File: src/rtl/core/b2d_pkg.sv
// Shared types and constants for the binary to decimal ASCII converter.
// No dependencies; used by the controller, the datapath and the top level.
`default_nettype none

package b2d_pkg;

    localparam int DIGIT_CHAR_W = 6;
    localparam logic [DIGIT_CHAR_W-1:0] ASCII_ZERO = 6'd48;   // '0' masked to 6 bits
    localparam logic [DIGIT_CHAR_W-1:0] ASCII_NINE = 6'd57;   // '9' masked to 6 bits

    typedef enum logic [1:0] {
        ST_IDLE,
        ST_CONV,
        ST_SKIP,
        ST_EMIT
    } state_t;

    // controller -> datapath
    typedef struct packed {
        logic load;
        logic shift;
        logic dec_idx;
    } ctrl_cmd_t;

    // datapath -> controller
    typedef struct packed {
        logic digit_zero;
        logic idx_zero;
    } dp_status_t;

endpackage

`default_nettype wire

File: src/rtl/core/binary_to_decimal_ascii_top.sv
// Top level of the binary to decimal ASCII converter.
// Depends on b2d_pkg, b2d_ctrl and b2d_datapath.
//
// Converts one unsigned value (low VALUE_BITS bits of s_value) to decimal
// ASCII digits, most significant first, leading zeros dropped; zero gives a
// single '0'. Each digit is one m_ transfer, m_last_digit marks the units digit.
// One value is handled at a time: s_ready is high only while idle. An item
// goes through a load, VALUE_BITS double-dabble shift steps, a skip step per
// suppressed leading zero (up to D-1, D = 10 for 32 bits) plus a step that
// settles on the first digit, and then one emitted digit per m_ transfer;
// while m_ready is low the current digit is held.
`default_nettype none

module binary_to_decimal_ascii_top #(
    parameter int VALUE_BITS = 32
) (
    input  wire logic                              aclk,
    input  wire logic                              aresetn,
    input  wire logic                              s_valid,
    output logic                                   s_ready,
    input  wire logic [31:0]                       s_value,
    output logic                                   m_valid,
    input  wire logic                              m_ready,
    output logic [b2d_pkg::DIGIT_CHAR_W-1:0]       m_digit_char,
    output logic                                   m_last_digit
);

    b2d_pkg::ctrl_cmd_t  cmd;
    b2d_pkg::dp_status_t status;

    b2d_ctrl #(
        .VALUE_BITS(VALUE_BITS)
    ) u_ctrl (
        .aclk    (aclk),
        .aresetn (aresetn),
        .s_valid (s_valid),
        .s_ready (s_ready),
        .m_valid (m_valid),
        .m_ready (m_ready),
        .status  (status),
        .cmd     (cmd)
    );

    b2d_datapath #(
        .VALUE_BITS(VALUE_BITS)
    ) u_datapath (
        .aclk       (aclk),
        .value      (s_value),
        .cmd        (cmd),
        .status     (status),
        .digit_char (m_digit_char)
    );

    assign m_last_digit = status.idx_zero;

    // never accepting and offering a result at the same time
    assert property (@(posedge aclk) disable iff (!aresetn) !(s_ready && m_valid))
        else $error("s_ready and m_valid both high");

    // emitted characters are decimal digits
    assert property (@(posedge aclk) disable iff (!aresetn)
        m_valid |-> (m_digit_char >= b2d_pkg::ASCII_ZERO && m_digit_char <= b2d_pkg::ASCII_NINE))
        else $error("digit out of range");

    // an accepted input makes the block busy
    assert property (@(posedge aclk) disable iff (!aresetn)
        (s_valid && s_ready) |=> !s_ready)
        else $error("still ready after input transfer");

    // transfer of the last digit returns the block to idle
    assert property (@(posedge aclk) disable iff (!aresetn)
        (m_valid && m_ready && m_last_digit) |=> (s_ready && !m_valid))
        else $error("not idle after last digit");

endmodule

`default_nettype wire

File: src/rtl/core/b2d_datapath.sv
// Datapath: double-dabble shift/add-3 register and digit select for output.
// Depends on b2d_pkg for command/status structs and ASCII constants.
`default_nettype none

module b2d_datapath #(
    parameter int VALUE_BITS = 32
) (
    input  wire logic                              aclk,
    input  wire logic [31:0]                       value,
    input  wire b2d_pkg::ctrl_cmd_t                cmd,
    output b2d_pkg::dp_status_t                    status,
    output logic [b2d_pkg::DIGIT_CHAR_W-1:0]       digit_char
);

    // enough decimal digits for 2^VALUE_BITS - 1 (log10(2) ~ 0.30103)
    localparam int DIGITS = (VALUE_BITS * 30103) / 100000 + 1;
    localparam int IDX_W  = $clog2(DIGITS);

    logic [VALUE_BITS-1:0] bin_reg, bin_next;
    logic [4*DIGITS-1:0]   bcd_reg, bcd_next;
    logic [IDX_W-1:0]      idx_reg, idx_next;
    logic [4*DIGITS-1:0]   adj;
    logic [3:0]            digits [DIGITS];
    logic [3:0]            cur_digit;

    always_comb begin
        for (int i = 0; i < DIGITS; i++) begin
            digits[i] = bcd_reg[4*i +: 4];
            adj[4*i +: 4] = (bcd_reg[4*i +: 4] >= 4'd5) ? (bcd_reg[4*i +: 4] + 4'd3)
                                                        : bcd_reg[4*i +: 4];
        end
    end

    always_comb begin
        bin_next = bin_reg;
        bcd_next = bcd_reg;
        idx_next = idx_reg;
        if (cmd.load) begin
            bin_next = value[VALUE_BITS-1:0];
            bcd_next = '0;
            idx_next = IDX_W'(DIGITS - 1);
        end else if (cmd.shift) begin
            bcd_next = {adj[4*DIGITS-2:0], bin_reg[VALUE_BITS-1]};
            bin_next = {bin_reg[VALUE_BITS-2:0], 1'b0};
        end else if (cmd.dec_idx) begin
            idx_next = idx_reg - IDX_W'(1);
        end
    end

    always_ff @(posedge aclk) begin
        bin_reg <= bin_next;
        bcd_reg <= bcd_next;
        idx_reg <= idx_next;
    end

    assign cur_digit         = digits[idx_reg];
    assign status.digit_zero = (cur_digit == 4'd0);
    assign status.idx_zero   = (idx_reg == '0);
    assign digit_char        = b2d_pkg::ASCII_ZERO + {2'b00, cur_digit};

endmodule

`default_nettype wire

File: src/rtl/core/b2d_ctrl.sv
// Controller FSM: sequences load, VALUE_BITS shift steps, leading-zero skip
// and digit emission. Depends on b2d_pkg for the state enum and structs.
`default_nettype none

module b2d_ctrl #(
    parameter int VALUE_BITS = 32
) (
    input  wire logic                aclk,
    input  wire logic                aresetn,
    input  wire logic                s_valid,
    output logic                     s_ready,
    output logic                     m_valid,
    input  wire logic                m_ready,
    input  wire b2d_pkg::dp_status_t status,
    output b2d_pkg::ctrl_cmd_t       cmd
);

    localparam int CNT_W = $clog2(VALUE_BITS);

    b2d_pkg::state_t  state_reg, state_next;
    logic [CNT_W-1:0] cnt_reg, cnt_next;

    always_ff @(posedge aclk) begin
        if (!aresetn) begin
            state_reg <= b2d_pkg::ST_IDLE;
            cnt_reg   <= '0;
        end else begin
            state_reg <= state_next;
            cnt_reg   <= cnt_next;
        end
    end

    always_comb begin
        state_next  = state_reg;
        cnt_next    = cnt_reg;
        cmd         = '0;
        s_ready     = 1'b0;
        m_valid     = 1'b0;
        case (state_reg)
            b2d_pkg::ST_IDLE: begin
                s_ready = 1'b1;
                if (s_valid) begin
                    cmd.load   = 1'b1;
                    cnt_next   = CNT_W'(VALUE_BITS - 1);
                    state_next = b2d_pkg::ST_CONV;
                end
            end
            b2d_pkg::ST_CONV: begin
                cmd.shift = 1'b1;
                if (cnt_reg == '0) begin
                    state_next = b2d_pkg::ST_SKIP;
                end else begin
                    cnt_next = cnt_reg - CNT_W'(1);
                end
            end
            b2d_pkg::ST_SKIP: begin
                // drop leading zeros, but always keep the units digit
                if (status.digit_zero && !status.idx_zero) begin
                    cmd.dec_idx = 1'b1;
                end else begin
                    state_next = b2d_pkg::ST_EMIT;
                end
            end
            b2d_pkg::ST_EMIT: begin
                m_valid = 1'b1;
                if (m_ready) begin
                    if (status.idx_zero) begin
                        state_next = b2d_pkg::ST_IDLE;
                    end else begin
                        cmd.dec_idx = 1'b1;
                    end
                end
            end
            default: begin
                state_next = b2d_pkg::ST_IDLE;
            end
        endcase
    end

endmodule

`default_nettype wire
File: config.mk
export PLATFORM = sky130hd
export DESIGN_NAME = binary_to_decimal_ascii_top
export DESIGN_NICKNAME = d
export VERILOG_FILES = /design/src/rtl/core/b2d_pkg.sv /design/src/rtl/core/binary_to_decimal_ascii_top.sv /design/src/rtl/core/b2d_datapath.sv /design/src/rtl/core/b2d_ctrl.sv
export SDC_FILE = /design/constraint.sdc
export NUM_CORES = 1
export LEC_CHECK = 0
export BUFFER_PORTS_ARGS = -buffer_cell sky130_fd_sc_hd__buf_2
export CORE_ASPECT_RATIO = 1.2
export CORE_MARGIN = 8
export CORE_UTILIZATION = 32
export DETAILED_ROUTE_END_ITERATION = 12
export PLACE_DENSITY_LB_ADDON = 0.25
export SLEW_MARGIN = 20
export SYNTH_ARGS = -nofsm -noshare
export SYNTH_HDL_FRONTEND = slang
export SYNTH_HIERARCHICAL = 1
export SYNTH_SLANG_ARGS = --single-unit
File: constraint.sdc
create_clock -name aclk -period 6.6 [get_ports aclk]
set_clock_uncertainty 0.1 [all_clocks]
set_input_delay 1.98 -clock aclk [delete_from_list [all_inputs] [get_ports aclk]]
set_output_delay 1.98 -clock aclk [all_outputs]
set_load 0.02 [all_outputs]
# [Word-level counts from Yosys, hierarchy flattened]
# Index checks and enable logic that the tools add are counted.
[totals] regBits=83 inputBits=36 elab_cells=84
[classes] addsub=13 magnitude_cmp=11 n_eq_ne=9 muxes=33 bitwise_logic=2 reduce_logical=11
[op_table] op="$mux 32" n=2
[op_table] op="$mux 4" n=11
[op_table] op="$ge 4x3->1 const B" n=10
[op_table] op="$add 4x2->4 const B" n=9
[op_table] op="$bmux 4 s4" n=1
[op_table] op="$mux 2" n=5
[op_table] op="$mux 5" n=2
[op_table] op="$ne 2x2->1 const B" n=5
[op_table] op="$pmux 5 s2" n=1
[op_table] op="$logic_not 4->1" n=2
[op_table] op="$mux 1" n=8
[op_table] op="$pmux 2 s4" n=1
[op_table] op="$add 5x5->6 const A" n=1
[op_table] op="$ge 5x5->1 const B" n=1
[op_table] op="$logic_not 5->1" n=1
[op_table] op="$not 4->5" n=1
[op_table] op="$reduce_and 5->1" n=1
[op_table] op="$sub 5x1->5 const B" n=1
[op_table] op="$eq 2x2->1 const B" n=2
[op_table] op="$reduce_bool 2->1" n=2
[op_table] op="$sub 4x1->4 const B" n=1
[op_table] op="$add 3x2->3 const B" n=1
[op_table] op="$mux 3" n=1
[op_table] op="$reduce_and 3->1" n=1
[op_table] op="8 further kinds" n=8

# [Logic depth before layout (Yosys ltp)]
[logic_depth] ltp_word=9 depth_mapped=13 depth_no_buf=11

# [Hierarchy]
# Netlist, hierarchy kept.
[by_module_without_submodules] mod="b2d_datapath" instances=1 cells_per_inst=406 area_per_inst_um2=4144.0 seq_area_each_um2=1841.8
[by_module_without_submodules] mod="b2d_ctrl" instances=1 cells_per_inst=56 area_per_inst_um2=503.0 seq_area_each_um2=140.1

# [Least setup slack after synthesis]
# OpenSTA, ideal clock, no wires.
[synth_timing] path_kind="in2reg" from="in s_valid" to="reg u_datapath.bin_reg[0], enable pin" setup_ns=0.391 arrival_time_ns=3.308 slack_ns=2.801 cell_stages=4 path_buffers=2 cell_sequence="and2_1 > clkbuf_1 > clkbuf_1 > or2_1"
[synth_between] elab_chain_len=3
[synth_lines] item="start: declaration" line="binary_to_decimal_ascii_top.sv:19" source="input wire logic s_valid,"
[synth_lines] item="$mux 1" line="b2d_ctrl.sv:42" source="if (s_valid) begin"
[synth_lines] item="$mux 1" line="b2d_ctrl.sv:39" source="case (state_reg)"
[synth_lines] item="$reduce_bool 2->1 (no source line)"
[synth_lines] item="end signal: assignment" line="b2d_datapath.sv:51" source="bin_reg <= bin_next;"
[synth_lines] item="end: declaration" line="b2d_datapath.sv:19" source="logic [VALUE_BITS-1:0] bin_reg, bin_next;"
# No other way between the ends.
# A chain may end at the register's enable or synchronous reset.

# [Worst setup path after layout]
[layout_timing] from="reg u_datapath.idx_reg[0]" to="out m_digit_char[0] in the netlist's numbering"
[layout_between] elab_chain_len=5
[layout_lines] item="start: declaration" line="b2d_datapath.sv:21" source="logic [IDX_W-1:0] idx_reg, idx_next;"
[layout_lines] item="start signal: assignment" line="b2d_datapath.sv:53" source="idx_reg <= idx_next;"
[layout_lines] item="$not 4->5 (implied by the code)" line="b2d_datapath.sv:56" source="assign cur_digit = digits[idx_reg];"
[layout_lines] item="$bmux 4 s4" line="b2d_datapath.sv:56"
[layout_lines] item="$mux 4 (implied by the code) (2 in series)" line="b2d_datapath.sv:56"
[layout_lines] item="$add 5x5->6" line="b2d_datapath.sv:59" source="assign digit_char = b2d_pkg::ASCII_ZERO + {2'b00, cur_digit};"
[layout_lines] item="end: declaration" line="binary_to_decimal_ascii_top.sv:24" source="output logic [b2d_pkg::DIGIT_CHAR_W-1:0] m_digit_char,"
# No other way between the ends. The select of a mux whose other input is x is not followed.

==> results.cfg <==
[layout]
diodes = 0
final_cells = 675
nets = 558
postLayoutCellArea_um2 = 5270
final_cell_mix = dfxtp_1 (51), buf_2 (42), nand2b_1 (32), edfxtp_1 (32), a21oi_1 (30)
area_growth_pct = 13.5
drive_gt1_share_pct = 15.2
mostFrequentLayoutCell = dfxtp_1
multi_input_area_um2 = 2460
final_util_pct = 36.9
nFillCells = 1429
largest_register_ff_count = 40
area.sequential_um2 = 1980

[clocking]
ctsHtreeMaxLevel = 3
clk_pin_slew_ps = 60
cts-root-buf = clkbuf_16
tritoncts = yes
clock_path_buffers = 2
cts_resized = 0
cts_buffers = 9
cts.sinks = 83
cts_hold_buf = 0
post_cts_buffers = 0
clkLatencyLatePin_ps = 340

[global_route]
track_usage_pct = 10.7
antenna_found_initial = 0
grt_max_degree = 70
grt_pass1_vias = 3342
grt_pass1_wl_mm = 16.2
overflow = 0

[route]
wire_per_inst_um = 14.0
via_per_inst = 4.97
antenna_left = 0
first_pass_iters = 4
first_iter_violations = 213
routed_wl_mm = 9.43
route.detailed.drc = 0
num_vias = 3355

[power]
ir_drop_v = 0.000128
power.total_mw = 1.85
p_leak_nw = 2.05
power_density_nw_per_um2 = 352

[critical_path]
crit_slowest_cell = dfxtp_1
crit_path_end_kind = primary output
crit_chain = mux4_2 -> o211ai_1 -> o21ai_1 -> buf_2
critPathRequiredTime_ps = 4520
arrival_ps = 2340
worst-path-buf-inv = 1
critical-path-top-delay-family = flip-flops
cp-start-kind = register
slowest_delay_ps = 920
cp_max_fo = 19
critical_path_class = register to primary output

[synthesis]
synth_compound_area_share_pct = 12.2
ys.flop_type = dfxtp_1
muxShareOfSynthArea_pct = 15.0
async_flop_share_pct = 0
synth-edff-count = 32
ys_ff_latch = 83
avgSynthCellArea_um2 = 10.1
synthDistinctLibCells = 52
synth_fa_ha_area_share_pct = 7.27
netlist_area_um2 = 4650
synth-simple-area-share_pct = 14.1
synthCells = 462
yosys_warnings = 6
ys_seq_area_share_pct = 42.6
synth_xor_area_share_pct = 4.15
synth_top_family_by_area = multiplexers

[floorplanning]
core_area_um2 = 14300
ioPinCount = 45
die_y_um = 148
start_util_pct = 32.5
dieArea_um2 = 18600
die_x_um = 126
rows = 48

[sta]
post-route-period-util_pct = 66.9
final_max_slew_viol_count = 0
slew_headroom_pct = 32.0
setup_viol = 0
rsz0062_at_grt = false
period_minus_slack_ps = 4420
tns_ps = 0
hold_viol = 0
holdWs_ps = 381
worstMarginPinSlew_ps = 1020
fmax_mhz = 226
fin_ws_ps = 2180

[job]
cap_violations = 0

[placed_design]
hpwl_mm = 6.64
io_buffers = 42
place_area_um2 = 5000
pre_cts_slack_ps = 2530
dp.cells = 659
place_congestion = 0.720

[worst_hold_path]
hp-class = register to register

[outcome]
status = finished, final reports clean
synthesized netlist by cell type, types with 4 or more instances:
cell type	count	share of area (%)
o211ai_1	10	1.6
nand2b_1	32	4.3
mux2_2	4	0.97
a21o_1	9	1.5
edfxtp_1	32	21
dfxtp_1	51	22
xnor2_1	21	4.0
o21ai_0	18	1.9
nor2_1	21	1.7
mux2_1	28	6.8
nand2_1	29	2.3
o22ai_1	6	0.81
inv_1	28	2.3
nand3_1	23	2.5
ha_1	27	7.3
clkbuf_1	15	1.2
a21oi_1	30	3.2
mux2i_1	29	6.2
layer usage:
layer	part of all wire, %	track usage [%]	vias to the layer above
met5	0	0	-
met4	2.1	5.73	0
met3	4.1	2.77	15
met2	44	16.2	64
met1	50	13.6	1587
li1	-	-	1689
worst register-to-register path: stages, from the launching register on:
cell	delay (ps)
dfxtp_1	920
mux4_2	620
o211ai_2	170
o21ai_2	90
nor4_2	420
a22oi_1	120
nor2_1	120
nor2b_1	380
and3_1	230
xnor2_1	120
nand2b_1	60
cell type report:
class	instances	share of cell area, %
multi-input combinational	328	46.6
sequential	83	37.6
timing repair buffer	45	4.41
clock buffer	9	4.27
tap	175	4.15
inverter	28	1.99
clock inverter	7	0.973
cells by family (layout without fill, tap and decap cells):
logic type      count (synthesis)  count (layout)
buf+inv                        52              89
flops                          83              83
mux                            63              63
compound gates                 91              91
xor+xnor                       22              22
fa+ha+maj                      27              27
simple gates                  123             123
other cells                     1               2
path summary, 6_finish.rpt:
| kind | start | endpoint | slack, ps | cells after the start |
|---|---|---|---|---|
| hold / removal | u_datapath/bcd_reg[39] | u_datapath/bcd_reg[39] | 380 | 2 |
| hold reg to reg | u_datapath/bcd_reg[39] | u_datapath/bcd_reg[39] | 380 | 2 |
| setup / recovery | u_datapath/idx_reg[0] | m_digit_char[0] | 2180 | 4 |
| setup reg to reg | u_datapath/idx_reg[0] | u_datapath/idx_reg[3] | 3150 | 10 |
power breakdown:
group | total [mW] | internal (mW) | switching (mW)
clock | 0.468 | 0.256 | 0.212
combinational | 0.588 | 0.251 | 0.338
sequential | 0.798 | 0.728 | 0.0695
total | 1.85 | 1.24 | 0.619
(Power assumes the default switching activity.)
